`src/hw/rtl/wsl_pkg.sv`:
```
`default_nettype none
// ----------------------------------------------------------------------------
// wsl_pkg: shared types and constants of the leapfrog string stepper
// Field widths, op and register codes, value types and the window layout.
// ----------------------------------------------------------------------------
package wsl_pkg;

	localparam int VAL_W     = 18;   // signed Q2.16 displacement
	localparam int IDX_W     = 11;   // point index field
	localparam int OP_W      = 2;
	localparam int R2_W      = 17;   // unsigned Q1.16, up to 1.0
	localparam int CFG_W     = 17;   // widest register
	localparam int CFG_IDX_W = 1;

	localparam int DEF_MAX_POINTS = 2048;
	localparam int WIN_CELLS      = 3;  // j+1, j, j-1

	localparam logic [R2_W-1:0]  R2_ONE     = 17'd65536;
	localparam logic [R2_W-1:0]  R2_RESET   = 17'd26214;
	localparam logic [IDX_W-1:0] LAST_RESET = 11'd2047;

	localparam logic [OP_W-1:0] OP_LOAD  = 2'd0;
	localparam logic [OP_W-1:0] OP_FIRST = 2'd1;
	localparam logic [OP_W-1:0] OP_STEP  = 2'd2;
	localparam logic [OP_W-1:0] OP_READ  = 2'd3;

	localparam logic [CFG_IDX_W-1:0] CFG_R_SQUARED  = 1'd0;
	localparam logic [CFG_IDX_W-1:0] CFG_LAST_POINT = 1'd1;

	typedef logic signed [VAL_W-1:0] val_t;

	localparam val_t VAL_MAX = 18'sh1FFFF;
	localparam val_t VAL_MIN = -18'sh20000;

	// one point as it moves down the cell row
	typedef struct packed {
		val_t cur;
		val_t prev;
	} pt_t;

	// three-point stencil handed to the update unit
	typedef struct packed {
		val_t cur_next;
		val_t cur_ctr;
		val_t cur_prior;
		val_t prev_ctr;
	} win_t;

endpackage
`default_nettype wire

```
`src/hw/rtl/wsl_update.sv`:
```
`default_nettype none
// ----------------------------------------------------------------------------
// wsl_update: two-stage stencil arithmetic
// Stage 1 forms the products, stage 2 sums, rounds half up and saturates.
// Both schemes are scaled to a common 2^17 divisor.
// ----------------------------------------------------------------------------
module wsl_update #(
	parameter int AW = 11
) (
	input  wire logic                   clk,
	input  wire logic                   arst_n,
	input  wire logic                   go,
	input  wire logic                   first,
	input  wire logic [AW-1:0]          idx,
	input  wsl_pkg::win_t               win,
	input  wire logic [wsl_pkg::R2_W-1:0] r2,
	output logic                        wb_vld,
	output logic [AW-1:0]               wb_idx,
	output wsl_pkg::val_t               wb_cur,
	output wsl_pkg::val_t               wb_prev,
	output logic                        busy
);
	import wsl_pkg::*;

	logic signed [19:0] nb;
	logic signed [19:0] lap;
	logic signed [19:0] mx;
	logic [R2_W-1:0]    k;
	logic signed [37:0] ma_c;
	logic signed [35:0] mb_c;

	logic               vld_s1;
	logic               first_s1;
	logic [AW-1:0]      idx_s1;
	val_t               c_s1;
	val_t               p_s1;
	logic signed [37:0] ma_s1;
	logic signed [35:0] mb_s1;

	logic signed [39:0] sum;
	logic signed [39:0] rnd;
	val_t               sat;

	logic               vld_s2;
	logic [AW-1:0]      idx_s2;
	val_t               new_s2;
	val_t               old_s2;

	// first step:  c*2^17 + r2*(nb - 2c)
	// time step:   4(1-r2)c - p*2^17 + 2*r2*nb   (doubled to share the shift)
	always_comb begin
		nb   = 20'(win.cur_next) + 20'(win.cur_prior);
		lap  = nb - (20'(win.cur_ctr) <<< 1);
		mx   = first ? lap : nb;
		k    = first ? '0 : (R2_ONE - r2);
		ma_c = $signed({1'b0, r2}) * mx;
		mb_c = $signed({1'b0, k}) * win.cur_ctr;
	end

	always_comb begin
		if (first_s1)
			sum = (40'(c_s1) <<< 17) + 40'(ma_s1);
		else
			sum = (40'(mb_s1) <<< 2) - (40'(p_s1) <<< 17) + (40'(ma_s1) <<< 1);
		rnd = (sum + 40'sd65536) >>> 17;
		if (rnd > 40'(VAL_MAX))
			sat = VAL_MAX;
		else if (rnd < 40'(VAL_MIN))
			sat = VAL_MIN;
		else
			sat = rnd[VAL_W-1:0];
	end

	always_ff @(posedge clk or negedge arst_n) begin
		if (!arst_n) begin
			vld_s1 <= 1'b0;
			vld_s2 <= 1'b0;
		end else begin
			vld_s1 <= go;
			vld_s2 <= vld_s1;
		end
	end

	always_ff @(posedge clk) begin
		first_s1 <= first;
		idx_s1   <= idx;
		c_s1     <= win.cur_ctr;
		p_s1     <= win.prev_ctr;
		ma_s1    <= ma_c;
		mb_s1    <= mb_c;
		idx_s2   <= idx_s1;
		new_s2   <= sat;
		old_s2   <= c_s1;
	end

	assign wb_vld  = vld_s2;
	assign wb_idx  = idx_s2;
	assign wb_cur  = new_s2;
	assign wb_prev = old_s2;
	assign busy    = vld_s1 | vld_s2;

endmodule
`default_nettype wire

```
`config.mk`:
```
export PLATFORM = sky130hd
export DESIGN_NAME = wsl_update
export DESIGN_NICKNAME = d
export VERILOG_FILES = /design/src/hw/rtl/wsl_pkg.sv /design/src/hw/rtl/wsl_update.sv
export SDC_FILE = /design/constraint.sdc
export NUM_CORES = 2
export LEC_CHECK = 0
export ABC_AREA = 1
export BUFFER_PORTS_ARGS = -buffer_cell sky130_fd_sc_hd__buf_2
export CORE_ASPECT_RATIO = 1.75
export CORE_MARGIN = 4
export CORE_UTILIZATION = 60
export DETAILED_ROUTE_END_ITERATION = 10
export GPL_ROUTABILITY_DRIVEN = 0
export MAX_ROUTING_LAYER = met4
export PLACE_DENSITY_LB_ADDON = 0.05
export SYNTH_ARGS = -nofsm -noshare
export SYNTH_HDL_FRONTEND = slang
export SYNTH_SLANG_ARGS = --single-unit
```
`constraint.sdc`:
```
create_clock -name clk -period 3.87 [get_ports clk]
set_clock_uncertainty 0.1 [all_clocks]
set_input_delay 0 -clock clk [delete_from_list [all_inputs] [get_ports clk]]
set_output_delay 0 -clock clk [all_outputs]
set_load 0.05 [all_outputs]
```
==> flow_summary.yaml <==
critical_path:
  crit_path_start_kind: "input pin"
  crit_start: "win[19]"
  critPathKind: "in2reg"
  r2r_start: "ma_s1[23]"
  reg2reg_to: "wb_cur[13]"
  regToRegSetupSlack_ns: -0.28
  arrival_ns: 8.55
  cp_common_cell: "nand2_2"
  crit_path_top_delay_cell: "fa_1"
  cp_slowest_stage_delay_ns: 0.57
  crit_buf_inv: 9
  crit_path_end_kind: "flip-flop"
  crit_family: "adder cells"
  reg2reg_depth: 22
  critPathMaxFanout: 6
  cp_data_required_time_ns: 4.19
synth:
  avgSynthCellArea_sq_um: 7.56
  ys_warn_count: 0
  synth_top_family_by_area: "adder cells"
  synth_fp_nets: 5597
  synth_edf_count: 0
  async_reset_ff_share_pct: 1.17
  synth_xor_area_share_pct: 3.05
  synthAdderAreaFrac_pct: 47.2
  synth_seq_cells: 171
  yosysUniqueCellTypes: 54
  ys_seq_area_share_pct: 9.97
  synth_area_sq_mm: 0.0344
  yosys.area_share.simple_pct: 19.9
  synth-main-ff-cell: "dfxtp_1"
  synth_compound_area_share_pct: 5.29
  synth_mux_area_share_pct: 0
  synthCells: 4555
cts:
  clk_pin_slew_worst_paths_ns: 0.07
  worstSkewPairLatency_ns: 0.52
  clk_path_buf_depth: 3
  root_buffer: "clkbuf_16"
  htree_levels: 4
  clock-sinks: 171
  cts_tree: "yes"
  numCtsBuffers: 25
die:
  num_io_pins: 153
  row_count: 115
  floorplan.core_area_sq_mm: 0.0565
  start_util_pct: 60.9
  die_h_microns: 325
  fp.dieW_microns: 189
  die-area_sq_mm: 0.0614
place:
  placed_area_sq_mm: 0.0419
  dp_slack_ns: -4.62
  io_buffers: 152
  hpwl_microns: 101000
min_path:
  hold_path_depth: 2
  hp-start: "idx[6]"
  hp-class: "in2reg"
  hold_path_end: "idx_s1[6]"
sta:
  slew-limit-headroom_pct: 58.2
  final.setup.worst_slack_ns: -4.36
  rsz0062_at_grt: "yes"
  fin_crit_ns: 8.23
  worst_pin_slew_ns: 0.623
  holdWs_ns: 0.0294
  setup-violations-final: 82
  fmax_ghz: 0.121
  drv_slew: 0
  hold_violations: 0
  timing.final.crit_share_pct: 213
detailed_routing:
  num_vias: 36300
  drt_iter0_drc: 3468
  viasPerCell: 5.80
  wire_per_inst_microns: 22.7
  drt_wl_total_microns: 143000
  dr.pass1.iters: 9
  post-route-drc-count: 0
  ant_nets: 0
final_layout:
  area_delta_synth_final_pct: 40.0
  fin_util_pct: 85.3
  nets: 6532
  nFillCells: 3127
  finish.instance_area_sq_mm: 0.0482
  final_common_cell: "inv_1"
  layout_common_cells: "1,088 x inv_1, 807 x nand2_1, 654 x buf_4, 564 x fa_1, 337 x nor2_1"
  layout-drive-gt1-share_pct: 33.4
run_status:
  violations: "setup timing"
  status: "finished, violations left"
global_route:
  antenna_found_initial: 10
  grt_use_total_pct: 41.7
  grt_pass1_wl_microns: 191000
  grt_max_degree: 22
  grt_pass1_vias: 37200
  gr-total-overflow: 0
run:
  cap_viol_max_count: 0
[cell type report]
type                       instances  area [sq um]  area share [%]
tap                              760           951            1.97
multi-input combinational       3055         30200            62.6
clock buffer                      26           639            1.33
sequential                       171          3440            7.14
timing repair inverter             1          6.26          0.0130
antenna                           14          35.0          0.0726
inverter                        1224          4720            9.79
timing repair buffer            1012          8190            17.0
clock inverter                     4          50.0           0.104
[flip-flops by register name (all words and copies together), names as in the netlist, 11 cells and up]
register  count
idx_s1       11
ma_s1        38
wb_idx       11
c_s1         18
wb_cur       18
mb_s1        36
wb_prev      18
p_s1         18
[through the flow]
stage,setup TNS (ns),std cells
floorplan,-149.51,4555
global placement,-204.78,6017
detailed placement,-213.15,6017
CTS,-154.39,6189
global route,-198.07,6263
finish,-181.16,6267
[cell families (layout without fill, tap and decap cells)]
kind of cell | Yosys count | count (layout)
simple gates | 1672 | 1674
xor+xnor | 120 | 120
other cells | 0 | 14
fa+ha+maj | 938 | 938
buf+inv | 1331 | 2267
flops | 171 | 171
compound gates | 323 | 323
[metal layers]
layer | vias to the layer above | track usage [%] | routed length, microns
met2 | 2583 | 73.2 | 67900
li1 | 15200 | - | -
met3 | 1484 | 6.24 | 14000
met5 | - | - | 0
met4 | 0 | 38.6 | 20500
met1 | 17000 | 38.0 | 40200
[timing repair]
action,4_1_cts,5_1_grt
hold buffers,54,0
pin swaps,242,221
hold endpoints to repair,53,0
gates cloned,1,3
resized for setup,422,527
setup buffers,90,84
endpoints found under the setup margin,82,83
[how the worst max path moves through the flow]
stage / cells past startpoint / endpoint / slack (ns)
floorplan: 42 / ma_s1[36] / -3.78
global placement: 38 / ma_s1[36] / -4.42
detailed placement: 38 / ma_s1[36] / -4.62
CTS: 42 / ma_s1[36] / -3.63
global route: 51 / ma_s1[37] / -4.57
finish: 51 / ma_s1[37] / -4.36
[synthesized netlist by cell type, types with 11 or more instances]
master / count / area share, %
nor2_1: 422 / 4.6
ha_1: 338 / 12
fa_1: 600 / 35
nand3_1: 138 / 2.0
xnor2_1: 52 / 1.3
clkbuf_1: 93 / 1.0
xor2_1: 68 / 1.7
o21ai_1: 17 / 0.25
nand2_2: 22 / 0.40
nor2_2: 16 / 0.29
a21o_1: 15 / 0.33
a21boi_0: 11 / 0.24
or2_2: 32 / 0.58
nand4_1: 29 / 0.53
dfxtp_1: 169 / 9.8
a21oi_1: 150 / 2.2
a31oi_1: 20 / 0.36
o21ai_0: 72 / 1.0
nor3_1: 22 / 0.32
nand2_1: 968 / 11
inv_1: 1206 / 13
Power is left out: the tool's default activity adds up to more than one toggle a clock period on the data nets, which glitch-free logic cannot reach.
