==> config.mk <==
export PLATFORM = sky130hd
export DESIGN_NAME = wsl_cell
export DESIGN_NICKNAME = d
export VERILOG_FILES = /design/src/hw/rtl/wsl_pkg.sv /design/src/hw/rtl/wsl_cell.sv
export SDC_FILE = /design/constraint.sdc
export NUM_CORES = 1
export LEC_CHECK = 0
export ABC_AREA = 1
export BUFFER_PORTS_ARGS = -buffer_cell sky130_fd_sc_hd__clkbuf_2
export CAP_MARGIN = 20
export CORE_UTILIZATION = 33
export DETAILED_ROUTE_END_ITERATION = 12
export PLACE_DENSITY_LB_ADDON = 0.12
export RECOVER_POWER = 100
export SYNTH_ARGS = -nofsm -noshare
export SYNTH_HDL_FRONTEND = slang
export SYNTH_SLANG_ARGS = --single-unit
==> constraint.sdc <==
create_clock -name clk -period 0.8 [get_ports clk]
set_input_delay 0.08 -clock clk [delete_from_list [all_inputs] [get_ports clk]]
set_output_delay 0.08 -clock clk [all_outputs]
set_load 0.005 [all_outputs]
==> src/hw/rtl/wsl_pkg.sv <==
`default_nettype none
// ----------------------------------------------------------------------------
// wsl_pkg: shared types and constants of the leapfrog string stepper
// Field widths, op and register codes, value types and the window layout.
// ----------------------------------------------------------------------------
package wsl_pkg;

	localparam int VAL_W     = 18;   // signed Q2.16 displacement
	localparam int IDX_W     = 11;   // point index field
	localparam int OP_W      = 2;
	localparam int R2_W      = 17;   // unsigned Q1.16, up to 1.0
	localparam int CFG_W     = 17;   // widest register
	localparam int CFG_IDX_W = 1;

	localparam int DEF_MAX_POINTS = 2048;
	localparam int WIN_CELLS      = 3;  // j+1, j, j-1

	localparam logic [R2_W-1:0]  R2_ONE     = 17'd65536;
	localparam logic [R2_W-1:0]  R2_RESET   = 17'd26214;
	localparam logic [IDX_W-1:0] LAST_RESET = 11'd2047;

	localparam logic [OP_W-1:0] OP_LOAD  = 2'd0;
	localparam logic [OP_W-1:0] OP_FIRST = 2'd1;
	localparam logic [OP_W-1:0] OP_STEP  = 2'd2;
	localparam logic [OP_W-1:0] OP_READ  = 2'd3;

	localparam logic [CFG_IDX_W-1:0] CFG_R_SQUARED  = 1'd0;
	localparam logic [CFG_IDX_W-1:0] CFG_LAST_POINT = 1'd1;

	typedef logic signed [VAL_W-1:0] val_t;

	localparam val_t VAL_MAX = 18'sh1FFFF;
	localparam val_t VAL_MIN = -18'sh20000;

	// one point as it moves down the cell row
	typedef struct packed {
		val_t cur;
		val_t prev;
	} pt_t;

	// three-point stencil handed to the update unit
	typedef struct packed {
		val_t cur_next;
		val_t cur_ctr;
		val_t cur_prior;
		val_t prev_ctr;
	} win_t;

endpackage
`default_nettype wire

==> src/hw/rtl/wsl_cell.sv <==
`default_nettype none
// ----------------------------------------------------------------------------
// wsl_cell: one cell of the stencil row
// Holds one point (current and previous value, index), flags
// whether it is an interior point, and hands it on to the next cell.
// ----------------------------------------------------------------------------
module wsl_cell #(
	parameter int AW = 11
) (
	input  wire logic          clk,
	input  wire logic          arst_n,
	input  wire logic          in_vld,
	input  wire logic [AW-1:0] in_idx,
	input  wsl_pkg::pt_t       in_pt,
	input  wire logic [AW-1:0] end_pt,
	output logic               out_vld,
	output logic               out_inner,
	output logic [AW-1:0]      out_idx,
	output wsl_pkg::pt_t       out_pt
);
	import wsl_pkg::*;

	logic          vld_q;
	logic          inner_q;
	logic [AW-1:0] idx_q;
	pt_t           pt_q;

	always_ff @(posedge clk or negedge arst_n) begin
		if (!arst_n) begin
			vld_q   <= 1'b0;
			inner_q <= 1'b0;
		end else begin
			vld_q   <= in_vld;
			inner_q <= in_vld && (in_idx != '0) && (in_idx < end_pt);
		end
	end

	always_ff @(posedge clk) begin
		idx_q <= in_idx;
		pt_q  <= in_pt;
	end

	assign out_vld   = vld_q;
	assign out_inner = inner_q;
	assign out_idx   = idx_q;
	assign out_pt    = pt_q;

endmodule
`default_nettype wire

==> flow_summary.ini, run 1 <==
[status]
status = complete, but fails checks
violations = negative setup slack

[detailed_routing]
vias = 1304
drt-total-wl_microns = 4054
dr.pass1.iters = 6
ant_nets = 0
wire_per_inst_microns = 12.55
avgViaCountPerCell = 4.037
drc = 0
dr.first_iter.drc_count = 38

[cts]
path_clk_slew_ns = 0.09
htreeDepth = 2
postCtsSetupBuffers = 0
cts_made_buffers = 5
clock_path_buffers = 2
cts.sinks = 49
tritoncts = yes
cts-root-buf = clkbuf_8

[setup_path]
crit_path_end_kind = primary output
crit_buf_inv = 1
cp_slowest_stage_delay_ns = 0.37
worstPathArrival_ns = 0.79
crit_family = flip-flops
critical_path.startpoint_type = register
cpMaxStageDelayCell = dfrtp_1
worstPathCellList = clkbuf_2
crit_type = reg -> out
critPathRequiredTime_ns = 0.72
cp_max_fo = 1

[timing]
hold_slack_ns = 0.01765
fmax_mhz = 1151
tns_ns = -0.4772
layout_setup_ws_ns = -0.06844
min_period_ns = 0.8684
post-route-period-util = 1.086
max_slew.worst_pin.slew_ns = 0.2047
relSlewSlack = 0.8625
drv_slew = 0
finalSetupViolations = 36
grt_setup_unrepaired = true
hold_violations = 0

[layout]
layout_common_cells = 87 x clkbuf_2, 43 x dlygate4sd3_1, 32 x dfxtp_2
fin_cells = 323
design_area_sq_mm = 0.002711
area_growth_pct = 107.4
antenna_cells = 0
layout-drive-gt1-share = 0.5818
final_common_cell = clkbuf_2
layout.nets = 345
utilization = 0.7243
multi_input_area_sq_um = 319.1
final-seq-area_sq_mm = 0.001031
fillers = 290

[die]
ioPinCount = 110
fp.dieArea_sq_mm = 0.004218
start_util = 0.3493
die_w_microns = 64.95
die_height_microns = 64.95
coreArea_sq_mm = 0.003744
rows = 22

[min_path]
holdPathEnd = out_idx[1]$_DFF_P_
worstHoldStart = in_idx[1]
min_path_type = in -> reg
hold_path_depth = 2

[place]
hpwl_microns = 2378
gp_congestion = 0.6888
dp_cells = 272
place_area_sq_mm = 0.002068
pre_cts_slack_ns = -0.2460
port_buffers = 109

[grt]
grt_pass1_wl_microns = 5692
antenna_found_initial = 0
grt_overflow = 0
grt_pass1_vias = 1331
grt_max_degree = 17
grtUsageTotal = 0.1849

[synth]
synthDistinctLibCells = 13
yosys.area.top_type_share = 0.7196
syn_nets = 176
synth_area_sq_mm = 0.001308
ys_seq_area_frac = 0.7579
synth.avg_cell_area_sq_um = 12.45
synth_top_area_cell = dfxtp_1
synthTopCellsByArea = dfxtp_1 72%, ha_1 9.6%, inv_1 4.0%
synth_seq_cells = 49
ys.warnings.count = 0
synthCells = 105

[pwr]
total_power_mw = 5.433
p_per_area_mw_per_mm2 = 2004
peakVddDrop_mv = 0.8677
power_leakage_nw = 1.359

[job]
max_cap_viol_count = 0
final cells by class:
type / instances / area share
Tap cell: 48 / 0.02215
Timing Repair Buffer: 162 / 0.4006
Clock inverter: 3 / 0.02538
Inverter: 14 / 0.02861
Sequential cell: 49 / 0.3802
Clock buffer: 5 / 0.02538
Multi-Input combinational cell: 42 / 0.1177
kinds of logic after synthesis:
family / count (synthesis) / synth area share
AO/OA/AOI/OAI: 4 / 0.01722
buffers and inverters: 14 / 0.04019
AND/OR/NAND/NOR: 28 / 0.08899
flip-flops: 49 / 0.7579
adder cells (fa/ha/maj): 10 / 0.09569
worst max path at each step:
stage,start,end,cells after the start
final,out_inner$_DFF_PN0_,out_inner,1
after global routing,out_inner$_DFF_PN0_,out_inner,1
after CTS,out_inner$_DFF_PN0_,out_inner,1
after global placement,end_pt[8],out_inner$_DFF_PN0_,8
after detailed placement,end_pt[8],out_inner$_DFF_PN0_,8
after floorplan,end_pt[8],out_inner$_DFF_PN0_,7
metal layers:
metal,vias to the layer above,GRT usage,part of all wire
met3,6,0.06338,0.085
met4,0,0.08889,0.011
met1,573,0.1586,0.33
li1,660,-,-
met5,-,0,0
met2,65,0.3685,0.57
registers in the layout (all words and copies together) (netlist names):
name       count
out_inner      1
out_idx       11
out_pt        36
out_vld        1
repair_timing:
item	CTS	global route
endpoints found under the setup margin	40	50
endpoints found under the hold margin	44	0
hold buffers	43	0
gates resized for setup	7	41
synth_stat cells (all sizes together):
cell / instances
nor3: 1
dfxtp: 47
nand2: 14
a21oi: 3
ha: 10
nand3b: 1
nor2: 10
dfrtp: 2
inv: 14
o21a: 1
nand3: 1
nand4: 1
power by group:
part | total (mW) | internal, mW | switching, mW
sequential | 2.63 | 2.59 | 0.0451
clock | 2.09 | 1.26 | 0.829
combinational | 0.713 | 0.450 | 0.263
No activity file was read; power rests on OpenSTA's default activity.
==> inputs of run 2 (changes only) <==
Settings changed: CORE_UTILIZATION 33 to 37.
Clock period 0.8 ns to 0.9 ns, I/O delays scaled along.
==> run 2 against run 1 <==
Against the previous run:
- the run still ends with negative setup slack left
- clock power shrank 52%
- highest routed layer unchanged
- sequential power shrank 11%
- critical path type unchanged
- core utilization grew 5.4 points
- total power shrank 27%
- hold slack gained 0.026 ns
- combinational power shrank 15%
==> flow_summary.ini, run 2 (synthesis results as in run 1) <==
[setup_path]
worstPathArrival_ns = 0.85
crit_path_end_kind = primary output
crit_cells = 1
critical_path.startpoint_type = register
critPathRequiredTime_ns = 0.81
crit_family = flip-flops
crit_type = reg -> out
cpMaxStageDelayCell = dfrtp_1
cp_slowest_stage_delay_ns = 0.38
crit_buf_inv = 1
worstPathCellList = clkbuf_2
cp_max_fo = 1

[grt]
busiest_layer = met2
use_met2 = 0.3571
grt_overflow = 0
grt_use_met1 = 0.1623
grt_pass1_wl_microns = 4830
grtUsageTotal = 0.1859
use_met3 = 0.08403
grt_max_degree = 16
antenna_found_initial = 0
grt_pass1_vias = 1193

[pwr]
swShare = 0.2218
combPwrFrac = 0.154
p_int_mw = 3.079
peakVddDrop_mv = 0.9473
power_switching_mw = 0.8777
p_per_area_mw_per_mm2 = 1513
p_clk_frac = 0.254
p_seq_frac = 0.592
total_power_mw = 3.957
power_leakage_nw = 1.341

[layout]
layout_common_cells = 77 x clkbuf_2, 49 x dlygate4sd3_1, 30 x dfxtp_2
antenna_cells = 0
fillers = 244
final_common_cell = clkbuf_2
layout-drive-gt1-share = 0.5217
layout.nets = 346
area_growth_pct = 100.1
largest_reg_flops = 36

[min_path]
min_path_type = in -> async

[die]
die_w_microns = 61.45
rows = 21
start_util = 0.3888
coreArea_sq_mm = 0.003363
fp.dieArea_sq_mm = 0.003775
ioPinCount = 110
die_height_microns = 61.45

[detailed_routing]
ant_nets = 0
avgViaCountPerCell = 4.109
vias = 1323
dr.first_iter.drc_count = 26
dr.pass1.iters = 3
drt-total-wl_microns = 3834
wire_per_inst_microns = 11.91
drc = 0

[timing]
post-route-period-util = 1.040
max_slew.worst_pin.slew_ns = 0.1512
hold_violations = 0
relSlewSlack = 0.8984
finalSetupViolations = 2
layout_setup_ws_ns = -0.03591
drv_slew = 0
min_period_ns = 0.9359
fmax_mhz = 1068
hold_slack_ns = 0.04381
grt_setup_unrepaired = true

[cts]
tritoncts = yes
htreeDepth = 2
clock_path_buffers = 2
cts-root-buf = clkbuf_4
cts.sinks = 49
path_clk_slew_ns = 0.13
cts_made_buffers = 5

[place]
port_buffers = 109
hpwl_microns = 2322
gp_congestion = 0.7640

[status]
violations = negative setup slack
status = complete, but fails checks

[job]
max_cap_viol_count = 0
[run 2: worst paths after layout]
kind                                      from                   to  slack, ns
worst max-delay path       out_inner$_DFF_PN0_            out_inner      -0.04
worst min-delay path                    arst_n    out_vld$_DFF_PN0_       0.04
max in group asynchronous               arst_n  out_inner$_DFF_PN0_       0.74
min in group clk                     in_idx[3]  out_inner$_DFF_PN0_       0.18
[run 2: layout make-up]
cell class	count	area, sq um	share of cell area
Multi-Input combinational cell	42	266.5	0.1019
Clock buffer	6	51.30	0.01961
Sequential cell	49	1028	0.3931
Tap cell	46	57.56	0.02200
Clock inverter	2	13.76	0.005261
Timing Repair Buffer	163	1146	0.4381
Inverter	14	52.55	0.02009
[run 2: routing by layer]
metal | up-vias | part of all wire
met3 | 8 | 0.078
met5 | - | 0
met2 | 63 | 0.55
met4 | 0 | 0.017
met1 | 591 | 0.35
li1 | 661 | -
[run 2: timing repair]
item | in CTS | in global routing
buffers inserted | 0 | 0
endpoints found under the hold margin | 50 | 1
setup endpoints to repair | 7 | 50
pin swaps | 0 | 1
hold buffers | 49 | 1
gates resized for setup | 3 | 62
[run 2: per-stage QoR]
step / instance area [sq um] / utilization / worst slack (ns) / setup TNS (ns) / cells
floorplan: 1308 / - / 0.02226 / 0 / 105
global route: 2616 / 0.7779 / -0.08444 / -0.9968 / 322
CTS: 2507 / 0.7455 / -0.06339 / -0.1126 / 322
global placement: 1948 / 0.5792 / -0.1229 / -0.1229 / 265
detailed placement: 1948 / 0.5792 / -0.1507 / -0.1507 / 265
finish: 2616 / 0.7779 / -0.03591 / -0.05266 / 322
[run 2: power by group through the flow]
stage | combinational (mW) | sequential, mW | clock (mW)
after global placement | 0.394 | 2.36 | 0
after floorplan | 0.0917 | 2.38 | 0
final | 0.609 | 2.34 | 1.01
after global routing | 0.676 | 2.35 | 1.16
after CTS | 0.571 | 2.32 | 1.06
after detailed placement | 0.402 | 2.37 | 0
